===== config.mk =====
export PLATFORM = sky130hd
export DESIGN_NAME = radix10000_bignum_subtractor_core_flat
export DESIGN_NICKNAME = d
export VERILOG_FILES = /design/src/rbsub_pkg.sv /design/src/rbsub_if.sv /design/src/rbsub_ram.sv /design/src/radix10000_bignum_subtractor_core.sv /design/src/flat_wrapper.sv
export SDC_FILE = /design/constraint.sdc
export NUM_CORES = 1
export LEC_CHECK = 0
export BUFFER_PORTS_ARGS = -buffer_cell sky130_fd_sc_hd__clkbuf_2
export CAP_MARGIN = 10
export CORE_MARGIN = 1
export CORE_UTILIZATION = 30
export CTS_BUF_LIST = sky130_fd_sc_hd__clkbuf_8
export CTS_CLUSTER_DIAMETER = 30
export DETAILED_ROUTE_END_ITERATION = 10
export MAX_ROUTING_LAYER = met4
export PLACE_DENSITY = 0.57
export SLEW_MARGIN = 10
export SYNTH_ARGS = -nofsm -noshare
export SYNTH_HDL_FRONTEND = slang
export SYNTH_SLANG_ARGS = --single-unit

===== constraint.sdc =====
create_clock -name clk_i -period 4.43 [get_ports clk_i]
set_input_delay 0 -clock clk_i [delete_from_list [all_inputs] [get_ports clk_i]]
set_output_delay 0 -clock clk_i [all_outputs]
set_load 0.02 [all_outputs]

===== src/rbsub_pkg.sv =====
// Shared constants and types for the radix-10000 bignum subtractor.
package rbsub_pkg;

  localparam int LIMB_W        = 14;     // width of one limb on the ports
  localparam int MAX_LIMBS_DEF = 16;     // default operand capacity in limbs
  localparam int RADIX_DEF     = 10000;  // default limb radix

  typedef logic [LIMB_W-1:0] limb_t;

  typedef enum logic [1:0] {
    S_LOAD,  // taking limb pairs
    S_CMP,   // magnitude compare, top limb down
    S_SUB,   // borrow subtract, bottom limb up
    S_EMIT   // stream difference limbs, top first
  } state_e;

endpackage


===== src/rbsub_if.sv =====
// Request and result channel interfaces of the bignum subtractor.
interface rbsub_in_if import rbsub_pkg::*; ();
  logic  valid;
  logic  ready;
  limb_t limb_a;
  limb_t limb_b;
  logic  last_in;

  modport source (output valid, limb_a, limb_b, last_in, input ready);
  modport sink   (input valid, limb_a, limb_b, last_in, output ready);
endinterface

interface rbsub_out_if import rbsub_pkg::*; ();
  logic  valid;
  logic  ready;
  limb_t diff_limb;
  logic  negative;
  logic  last_out;
  logic  too_long;

  modport source (output valid, diff_limb, negative, last_out, too_long, input ready);
  modport sink   (input valid, diff_limb, negative, last_out, too_long, output ready);
endinterface


===== src/rbsub_ram.sv =====
// Generic single-write, single-read RAM with registered read data.
module rbsub_ram #(
  parameter int WIDTH = 8,
  parameter int DEPTH = 16,
  localparam int AW   = (DEPTH > 1) ? $clog2(DEPTH) : 1
) (
  input  logic             clk_i,
  input  logic             we_i,
  input  logic [AW-1:0]    waddr_i,
  input  logic [WIDTH-1:0] wdata_i,
  input  logic [AW-1:0]    raddr_i,
  output logic [WIDTH-1:0] rdata_o
);

  logic [WIDTH-1:0] mem_q [DEPTH];

  always_ff @(posedge clk_i) begin
    if (we_i) begin
      mem_q[waddr_i] <= wdata_i;
    end
    rdata_o <= mem_q[raddr_i];
  end

endmodule


===== src/radix10000_bignum_subtractor_core.sv =====
// Sign-magnitude subtractor for unsigned numbers held as base-RADIX limbs. Requests carry one
// limb pair (minuend limb_a, subtrahend limb_b), most significant first, and last_in marks the
// least significant pair. A limb above RADIX-1 is clamped to RADIX-1. Up to MAX_LIMBS pairs are
// stored; later pairs of the same operands are dropped and too_long is raised on every limb of
// that result. Once the last pair is in, the block compares the stored magnitudes from the top
// limb, swaps the operands if the minuend is the smaller, subtracts with a borrow rippling from
// the bottom limb up, and returns |a - b| one limb per result, most significant first, with
// negative set when the operands were swapped and last_out on the bottom limb. Requests are taken
// one pair per cycle while loading. After the last pair come a compare walk that stops at the
// first unequal limb pair, a subtract walk over all stored limbs and an emission walk, each paced by
// the registered read of the limb and difference stores; the emission issues a read only when no
// read is in flight and the output register is free or being taken, so it stalls with the output.
// New requests are taken again as soon as the bottom result limb sits in the output register,
// while it still waits to be taken.
module radix10000_bignum_subtractor_core import rbsub_pkg::*; #(
  parameter int MAX_LIMBS = MAX_LIMBS_DEF,
  parameter int RADIX     = RADIX_DEF
) (
  input  logic        clk_i,
  input  logic        rst_ni,
  rbsub_in_if.sink    req_i,
  rbsub_out_if.source res_o
);

  localparam int IW = (MAX_LIMBS > 1) ? $clog2(MAX_LIMBS) : 1;  // store index
  localparam int CW = $clog2(MAX_LIMBS + 1);                    // limb count
  localparam int XW = LIMB_W + 3;                               // clamp compare
  localparam int SW = LIMB_W + 4;                               // signed limb difference
  localparam int RMAX = RADIX - 1;

  state_e state_q, state_d;

  logic [CW-1:0] cnt_q, cnt_d;        // stored limb pairs
  logic          ovf_q, ovf_d;        // pairs dropped for capacity
  logic          swap_q;
  logic          borrow_q;
  logic [IW-1:0] addr_q;              // walk read address
  logic [IW-1:0] raddr_q;             // address of data now on the read port
  logic [CW-1:0] walk_q;              // reads still to issue
  logic          rv_q;                // read data valid this cycle
  logic          rlast_q;             // it is the last of the walk

  logic          out_valid_q;
  limb_t         out_limb_q;
  logic          out_neg_q;
  logic          out_last_q;
  logic          out_long_q;

  // control
  logic in_acc, store_we, issue, cmp_done, out_load, out_pop;

  // store datapath
  limb_t             a_cl, b_cl;
  logic [2*LIMB_W-1:0] st_rdata;
  limb_t             a_rd, b_rd, top, bot, diff, dif_rdata;
  logic [SW-1:0]     sub_t, sub_adj;
  logic              sub_neg, a_lt, a_gt;

  // ---------------------------------------------------------------------------
  // Input clamp: values past RADIX-1 saturate
  // ---------------------------------------------------------------------------
  always_comb begin
    a_cl = (XW'(req_i.limb_a) > XW'(RMAX)) ? LIMB_W'(RMAX) : req_i.limb_a;
    b_cl = (XW'(req_i.limb_b) > XW'(RMAX)) ? LIMB_W'(RMAX) : req_i.limb_b;
  end

  assign in_acc   = req_i.valid && req_i.ready;
  assign store_we = in_acc && (cnt_q < CW'(MAX_LIMBS));

  // count and drop flag clear once the bottom limb has gone to the output register
  always_comb begin
    cnt_d = cnt_q;
    ovf_d = ovf_q;
    if (in_acc) begin
      if (store_we) cnt_d = cnt_q + CW'(1);
      else          ovf_d = 1'b1;
    end
    if (state_q == S_EMIT && state_d == S_LOAD) begin
      cnt_d = '0;
      ovf_d = 1'b0;
    end
  end

  // Operand store: {minuend, subtrahend} per limb position
  rbsub_ram #(.WIDTH(2 * LIMB_W), .DEPTH(MAX_LIMBS)) u_opnd_ram (
    .clk_i   (clk_i),
    .we_i    (store_we),
    .waddr_i (cnt_q[IW-1:0]),
    .wdata_i ({a_cl, b_cl}),
    .raddr_i (addr_q),
    .rdata_o (st_rdata)
  );

  assign a_rd = st_rdata[2*LIMB_W-1:LIMB_W];
  assign b_rd = st_rdata[LIMB_W-1:0];
  assign a_lt = a_rd < b_rd;
  assign a_gt = a_rd > b_rd;
  assign cmp_done = a_lt || a_gt || rlast_q;

  // Borrow subtract of the larger minus the smaller
  always_comb begin
    top     = swap_q ? b_rd : a_rd;
    bot     = swap_q ? a_rd : b_rd;
    sub_t   = SW'(top) - SW'(bot) - SW'(borrow_q);
    sub_neg = sub_t[SW-1];
    sub_adj = sub_neg ? (sub_t + SW'(RADIX)) : sub_t;
    diff    = sub_adj[LIMB_W-1:0];
  end

  // Difference store, written bottom up and read top down
  rbsub_ram #(.WIDTH(LIMB_W), .DEPTH(MAX_LIMBS)) u_diff_ram (
    .clk_i   (clk_i),
    .we_i    ((state_q == S_SUB) && rv_q),
    .waddr_i (raddr_q),
    .wdata_i (diff),
    .raddr_i (addr_q),
    .rdata_o (dif_rdata)
  );

  // ---------------------------------------------------------------------------
  // Next state
  // ---------------------------------------------------------------------------
  always_comb begin
    state_d = state_q;
    case (state_q)
      S_LOAD:  if (in_acc && req_i.last_in) state_d = S_CMP;
      S_CMP:   if (rv_q && cmp_done)        state_d = S_SUB;
      S_SUB:   if (rv_q && rlast_q)         state_d = S_EMIT;
      S_EMIT:  if (rv_q && rlast_q)         state_d = S_LOAD;
      default: state_d = S_LOAD;
    endcase
  end

  // ---------------------------------------------------------------------------
  // Control outputs
  // ---------------------------------------------------------------------------
  always_comb begin
    issue    = 1'b0;
    out_load = 1'b0;
    case (state_q)
      S_LOAD:  issue = 1'b0;
      S_CMP:   issue = (walk_q != '0) && !(rv_q && cmp_done);
      S_SUB:   issue = (walk_q != '0);
      S_EMIT: begin
        // one read in flight; slot is free when the data lands
        issue    = (walk_q != '0) && !rv_q && (!out_valid_q || res_o.ready);
        out_load = rv_q;
      end
      default: issue = 1'b0;
    endcase
  end

  assign req_i.ready = (state_q == S_LOAD);
  assign out_pop     = out_valid_q && res_o.ready;

  // ---------------------------------------------------------------------------
  // Sequencer registers
  // ---------------------------------------------------------------------------
  // No read is issued on a walk's final cycle, so rv_q drops by itself there.
  always_ff @(posedge clk_i or negedge rst_ni) begin
    if (!rst_ni) begin
      state_q  <= S_LOAD;
      cnt_q    <= '0;
      ovf_q    <= 1'b0;
      swap_q   <= 1'b0;
      borrow_q <= 1'b0;
      addr_q   <= '0;
      raddr_q  <= '0;
      walk_q   <= '0;
      rv_q     <= 1'b0;
      rlast_q  <= 1'b0;
    end else begin
      state_q <= state_d;
      cnt_q   <= cnt_d;
      ovf_q   <= ovf_d;
      rv_q    <= issue;
      if (issue) begin
        rlast_q <= (walk_q == CW'(1));
        raddr_q <= addr_q;
        walk_q  <= walk_q - CW'(1);
        addr_q  <= (state_q == S_SUB) ? (addr_q - IW'(1)) : (addr_q + IW'(1));
      end
      if (state_q == S_SUB && rv_q) begin
        borrow_q <= sub_neg;
      end
      case (state_q)
        S_LOAD: begin
          if (state_d == S_CMP) begin
            addr_q <= '0;
            walk_q <= cnt_d;
          end
        end
        S_CMP: begin
          if (state_d == S_SUB) begin
            swap_q   <= a_lt;
            borrow_q <= 1'b0;
            addr_q   <= IW'(cnt_q - CW'(1));
            walk_q   <= cnt_q;
          end
        end
        S_SUB: begin
          if (state_d == S_EMIT) begin
            addr_q <= '0;
            walk_q <= cnt_q;
          end
        end
        default: ;
      endcase
    end
  end

  // ---------------------------------------------------------------------------
  // Output register
  // ---------------------------------------------------------------------------
  always_ff @(posedge clk_i or negedge rst_ni) begin
    if (!rst_ni) begin
      out_valid_q <= 1'b0;
    end else if (out_load) begin
      out_valid_q <= 1'b1;
    end else if (out_pop) begin
      out_valid_q <= 1'b0;
    end
  end

  always_ff @(posedge clk_i) begin
    if (out_load) begin
      out_limb_q <= dif_rdata;
      out_neg_q  <= swap_q;
      out_last_q <= rlast_q;
      out_long_q <= ovf_q;
    end
  end

  assign res_o.valid     = out_valid_q;
  assign res_o.diff_limb = out_limb_q;
  assign res_o.negative  = out_neg_q;
  assign res_o.last_out  = out_last_q;
  assign res_o.too_long  = out_long_q;

endmodule

===== src/flat_wrapper.sv =====
// flat-port wrapper written by rule: the top's interface ports become plain ports
module radix10000_bignum_subtractor_core_flat import rbsub_pkg::*;
#(
  parameter int MAX_LIMBS = MAX_LIMBS_DEF,
  parameter int RADIX     = RADIX_DEF
)
  (clk_i, rst_ni, req_i_valid, req_i_limb_a, req_i_limb_b, req_i_last_in, req_i_ready, res_o_valid, res_o_diff_limb, res_o_negative, res_o_last_out, res_o_too_long, res_o_ready);
  rbsub_in_if req_i_i ();
  rbsub_out_if res_o_i ();
  input  logic clk_i;
  input  logic rst_ni;
  input wire logic [$bits(req_i_i.valid)-1:0] req_i_valid;
  input wire logic [$bits(req_i_i.limb_a)-1:0] req_i_limb_a;
  input wire logic [$bits(req_i_i.limb_b)-1:0] req_i_limb_b;
  input wire logic [$bits(req_i_i.last_in)-1:0] req_i_last_in;
  output wire logic [$bits(req_i_i.ready)-1:0] req_i_ready;
  output wire logic [$bits(res_o_i.valid)-1:0] res_o_valid;
  output wire logic [$bits(res_o_i.diff_limb)-1:0] res_o_diff_limb;
  output wire logic [$bits(res_o_i.negative)-1:0] res_o_negative;
  output wire logic [$bits(res_o_i.last_out)-1:0] res_o_last_out;
  output wire logic [$bits(res_o_i.too_long)-1:0] res_o_too_long;
  input wire logic [$bits(res_o_i.ready)-1:0] res_o_ready;
  assign req_i_i.valid = req_i_valid;
  assign req_i_i.limb_a = req_i_limb_a;
  assign req_i_i.limb_b = req_i_limb_b;
  assign req_i_i.last_in = req_i_last_in;
  assign req_i_ready = req_i_i.ready;
  assign res_o_valid = res_o_i.valid;
  assign res_o_diff_limb = res_o_i.diff_limb;
  assign res_o_negative = res_o_i.negative;
  assign res_o_last_out = res_o_i.last_out;
  assign res_o_too_long = res_o_i.too_long;
  assign res_o_i.ready = res_o_ready;
  radix10000_bignum_subtractor_core #(.MAX_LIMBS(MAX_LIMBS), .RADIX(RADIX)) u_core (.clk_i(clk_i), .rst_ni(rst_ni), .req_i(req_i_i), .res_o(res_o_i));
endmodule

# After elaboration in Yosys (flattened, before gate mapping)
# Memory sizes are Yosys's and may differ from the RTL's. A register that Yosys moved wholly into a read port is not among the register bits.
# Index checks and enable logic that the tools add are counted.
# word_totals
regBits,43
ram_bits,672
input_bits,33
out_inout_bits,19
word_cells,100
mem_count,2
# classes
addsub,8
order_cmp,5
n_eq_ne,8
n_mux,38
reduce_logical,24
# memory_table
memory,words,word_bits,rd,rd_clocked_by_memory_dff,wr,line,rtl
u_core.u_opnd_ram.mem_q,16,28,1,1,1,rbsub_ram.sv:15,logic [WIDTH-1:0] mem_q [DEPTH];
u_core.u_diff_ram.mem_q,16,14,1,1,1,rbsub_ram.sv:15,
# op_table
operator,count
$mux W14,5
$mux W5,7
$gt A14 B14 Y1 const B,2
$mux W4,5
$sub A18 B1 Y18,1
$pmux W5 S3,1
$sub A14 B14 Y15,1
$add A14 B14 Y14 const B,1
$gt A14 B14 Y1,1
$lt A14 B14 Y1,1
$mux W1,13
$pmux W4 S3,1
$logic_and A1 B1 Y1,11
$eq A2 B2 Y1 const B,4
$mux W2,4
$pmux W2 S4,1
$sub A4 B1 Y4 const B,2
$add A5 B1 Y5 const B,1
$eq A5 B1 Y1 const B,1
$lt A5 B5 Y1 const B,1
$reduce_bool A5 Y1,1
$sub A5 B1 Y5 const B,1
$add A4 B1 Y4 const B,1
$eq A2 B1 Y1 const B,2
other kinds (7),14

# Longest topological paths before layout
# logic_depth
ltp_word,11
depth_mapped,18
mapped_depth_nobuf,15

# Modules after synthesis
# Synthesis repeated with hierarchy kept, for this count alone.
# hier_totals
hier_cells,1580
area_unflattened_um2,30401.7
# modules_own_cells
mod,instances,cells_per_inst,area_per_inst_um2
rbsub_ram (u_core.u_opnd_ram),1,735,17534.3
rbsub_ram (u_core.u_diff_ram),1,379,8763.4
radix10000_bignum_subtractor_core,1,466,4103.9

# Worst setup path before layout
# No wires, ideal clock.
# synth_timing
path_type,reg-to-reg
startpoint,register u_core.swap_q
endpoint,memory u_core.u_diff_ram.mem_q[0][7] (netlist name) (data pin)
arrival_ps,4235
required_ps,4133
slack_ps,-102
path_stages_with_launch,16
n_path_buf,3
path_cell_list,dfrtp_1 > buf_2 > buf_2 > buf_1 > mux2i_1 > ha_1 > fa_1 > nor2b_4 > o21a_1 > or3_4 > a211oi_4 > nor4b_4 > nand4_1 > o21ai_2 > nand4_1 > xnor2_1
# synth_between
elab_chain_cells,5
word_cells_on_any_way,6
# synth_rtl
item,line,rtl
from (decl),radix10000_bignum_subtractor_core.sv:35,logic swap_q;
from (signal assigned),radix10000_bignum_subtractor_core.sv:195,swap_q <= a_lt;
$mux W14 (on tied branches),"radix10000_bignum_subtractor_core.sv:102, radix10000_bignum_subtractor_core.sv:103",
$sub A14 B14 Y15 (*),radix10000_bignum_subtractor_core.sv:104,sub_t = SW'(top) - SW'(bot) - SW'(borrow_q);
$sub A18 B1 Y18 (*),radix10000_bignum_subtractor_core.sv:104,
$add A14 B14 Y14,radix10000_bignum_subtractor_core.sv:106,sub_adj = sub_neg ? (sub_t + SW'(RADIX)) : sub_t;
$mux W14 (*),radix10000_bignum_subtractor_core.sv:106,
net u_core.sub_adj[7],radix10000_bignum_subtractor_core.sv:56,"logic [SW-1:0] sub_t, sub_adj;"
to (decl),rbsub_ram.sv:15,
# Mark *: on every way through the listed nets, which the timed path passes. The rest lies on a longest branch.

# Worst setup path in the final report
# layout_timing
startpoint,register u_core.swap_q
endpoint,memory u_core.u_diff_ram.mem_q[11][13] (netlist name) (data pin)
# Same word-level chain as after synthesis.

==> impl_metrics.env <==
export IMPL_fin_crit_sh_pct=95.6
export IMPL_core_area_um2=100000
export IMPL_pin_count=52
export IMPL_synth_cells=1499
export IMPL_syn_area_um2=30300
export IMPL_critPathRequiredTime_ns=4.90
export IMPL_synth_distinct_cells=71
export IMPL_maxCapViolations=0
export IMPL_hold_path_startpoint="req_i_limb_a[0]"
export IMPL_hp_class="input pin to flip-flop"
export IMPL_cts_buffers=148
export IMPL_synth_edf_count=689
export IMPL_synth_ff_type="edfxtp_1"
export IMPL_max_freq_mhz=236
export IMPL_start_kind="flip-flop"
export IMPL_num_rows=116
export IMPL_clk_latency_ns=0.80
export IMPL_drt_first_iter_violations=1041
export IMPL_antenna_found_initial=3
export IMPL_grt_first_pass_wirelength_mm=104
export IMPL_crit_type="flip-flop to flip-flop"
export IMPL_ys_warnings_count=0
export IMPL_cp_arrival_ns=4.71
export IMPL_port_buffers=51
export IMPL_async_flop_share_pct=3.43
export IMPL_postRouteAntennaNets=0
export IMPL_synth_area_leader_cell="edfxtp_1"
export IMPL_crit_fanout=16
export IMPL_start_util_pct=30.3
export IMPL_slew_headroom_pct=21.3
export IMPL_syn_avg_cell_area_um2=20.2
export IMPL_route_detailed_drc=0
export IMPL_critPathLaunch="u_core.swap_q"
export IMPL_detail_route_wl_per_cell_um=22.0
export IMPL_ys_ff_latch=757
export IMPL_r2r_start="u_core.swap_q"
export IMPL_drv_slew=0
export IMPL_clk_pin_slew_ns=0.06
export IMPL_grt_max_degree=59
export IMPL_cts_path_max_buffers=3
export IMPL_worstMarginPinSlew_ns=1.18
export IMPL_final_common_cell="edfxtp_1"
export IMPL_end_kind="flip-flop"
export IMPL_yosysTopAreaCellShare_pct=68.3
export IMPL_outcome="complete, no violations"
export IMPL_fin_crit_ns=4.23
export IMPL_nFillCells=9285
export IMPL_finalHoldViolCount=0
export IMPL_vias_per_cell=4.81
export IMPL_post_route_util_pct=36.2
export IMPL_final_cell_mix="edfxtp_1, mux4_2, clkbuf_8"
export IMPL_grt_pass1_vias=16300
export IMPL_drive_gt1_share_pct=33.7
export IMPL_die_h_um=320
export IMPL_die_x_um=320
export IMPL_rsz0062_at_grt="false"
export IMPL_grt_overflow_total=0
export IMPL_hpwlAfterDp_mm=39.8
export IMPL_vias=15100
export IMPL_cts_tree="done"
export IMPL_ys_top_cells_by_area="edfxtp_1, mux4_2, dfxtp_1"
export IMPL_htree_levels=4
export IMPL_gp_congestion=0.792
export IMPL_nets=1803
export IMPL_die_area_um2=102000
export IMPL_syn_nets=1568
export IMPL_cts_root_buf="clkbuf_8"
export IMPL_cts_sinks=757
export IMPL_dr_pass1_iters=5
export IMPL_area_growth_syn_to_layout_pct=19.5
export IMPL_drt_wl_total_mm=69.2
export IMPL_setup_viol=0
export IMPL_finClkSkew_ns=0.0370
export IMPL_grt_usage_pct=14.1
export IMPL_ys_seq_area_share_pct=73.2
worst max-delay path, cell delays in order, from the launching register on:
cell and delay [ns]:
dfrtp_2 0.43, mux2_2 0.35, ha_1 0.21, fa_1 0.45, nor2b_4 0.14, o21a_1 0.18, o21ai_1 0.17, a211oi_4 0.37
inv_2 0.09, o31a_1 0.33, nor2_1 0.41, o2111ai_1 0.26, a31oi_2 0.36, xnor2_4 0.19
synthesized netlist by cell type, types with 24 or more instances:
| cell type | n |
|---|---|
| nand2b_1 | 27 |
| xnor2_1 | 24 |
| dfrtp_1 | 26 |
| and2_1 | 26 |
| clkbuf_1 | 46 |
| dfxtp_1 | 42 |
| inv_1 | 35 |
| nor2_1 | 45 |
| ha_1 | 34 |
| edfxtp_1 | 689 |
| nand2_1 | 47 |
| mux4_2 | 210 |
state kept, by name, indices dropped and copies added (netlist names), 5 cells and up:
| name | flops |
|---|---|
| u_core.u_diff_ram.mem_q | 224 |
| u_core.u_opnd_ram.rdata_o | 28 |
| u_core.u_opnd_ram.mem_q | 448 |
| u_core.walk_q | 5 |
| u_core.res_o.diff_limb | 14 |
| u_core.u_diff_ram.rdata_o | 14 |
| u_core.cnt_q | 5 |
area by class of cell:
class	count	area, um2	share of cell area (%)
flip-flops and latches	757	22200	61.3
multi-input cells	638	7970	22.0
clock buffers	153	2110	5.81
well taps	1298	1620	4.48
repair buffers	153	1230	3.39
clock inverters	113	963	2.66
inverters	36	135	0.373
diodes	1	2.50	0.00691
per-layer routing:
layer	vias to the layer above	GRT usage [%]	share of wire [%]
met5	-	-	0
met4	0	4.58	2.0
met2	401	23.4	51
met3	127	2.89	4.5
li1	6638	-	-
met1	7967	17.3	42
metrics by stage:
step / instance area [um2] / TNS [ns] / hold slack, ns / worst slack, ns / cells
2_1_floorplan: 30400 / -0.674 / -0.296 / -0.0421 / 1499
3_3_place_gp: 32600 / 0 / 0.0883 / 0.0994 / 2845
3_5_place_dp: 32600 / -2.63 / 0.0944 / -0.107 / 2845
4_1_cts: 36000 / 0 / 0.00654 / 0.0838 / 3144
5_1_grt: 36200 / 0 / 0.0592 / 0.00556 / 3149
6_report: 36200 / 0 / 0.0789 / 0.195 / 3149
what timing repair did:
action	4_1_cts	5_1_grt
hold buffers	33	0
resized for setup	3	14
endpoints found under the hold margin	471	0
setup buffers	0	4
pin swaps	0	4
setup endpoints to repair	48	144
worst paths after layout:
| check | to | slack, ns | depth (start not counted) |
|---|---|---|---|
| max | u_core.u_diff_ram.mem_q[11][13] | 0.20 | 13 |
| min in group asynchronous | u_core.res_o.valid | 0.28 | 4 |
| max in group asynchronous | u_core.swap_q | 3.95 | 4 |
| max reg2reg | u_core.u_diff_ram.mem_q[11][13] | 0.20 | 13 |
| min reg2reg | u_core.res_o.diff_limb[7] | 0.40 | 0 |
| min | u_core.u_opnd_ram.mem_q[7][14] | 0.08 | 2 |
logic make-up (layout without fill, tap and decap cells):
group | Yosys count | in the layout | share of synthesized area [%]
flip-flops | 757 | 757 | 73.2
XOR/XNOR | 37 | 37 | 1.09
other | 0 | 1 | 0
multiplexers | 229 | 229 | 16.3
adder cells (fa/ha/maj) | 36 | 36 | 1.54
buffers and inverters | 104 | 455 | 1.30
AND/OR/NAND/NOR | 227 | 227 | 4.03
AO/OA/AOI/OAI | 109 | 109 | 2.59
Power is not shown: default switching activity piles up to over one toggle a cycle in this logic, so the estimate is an artifact.
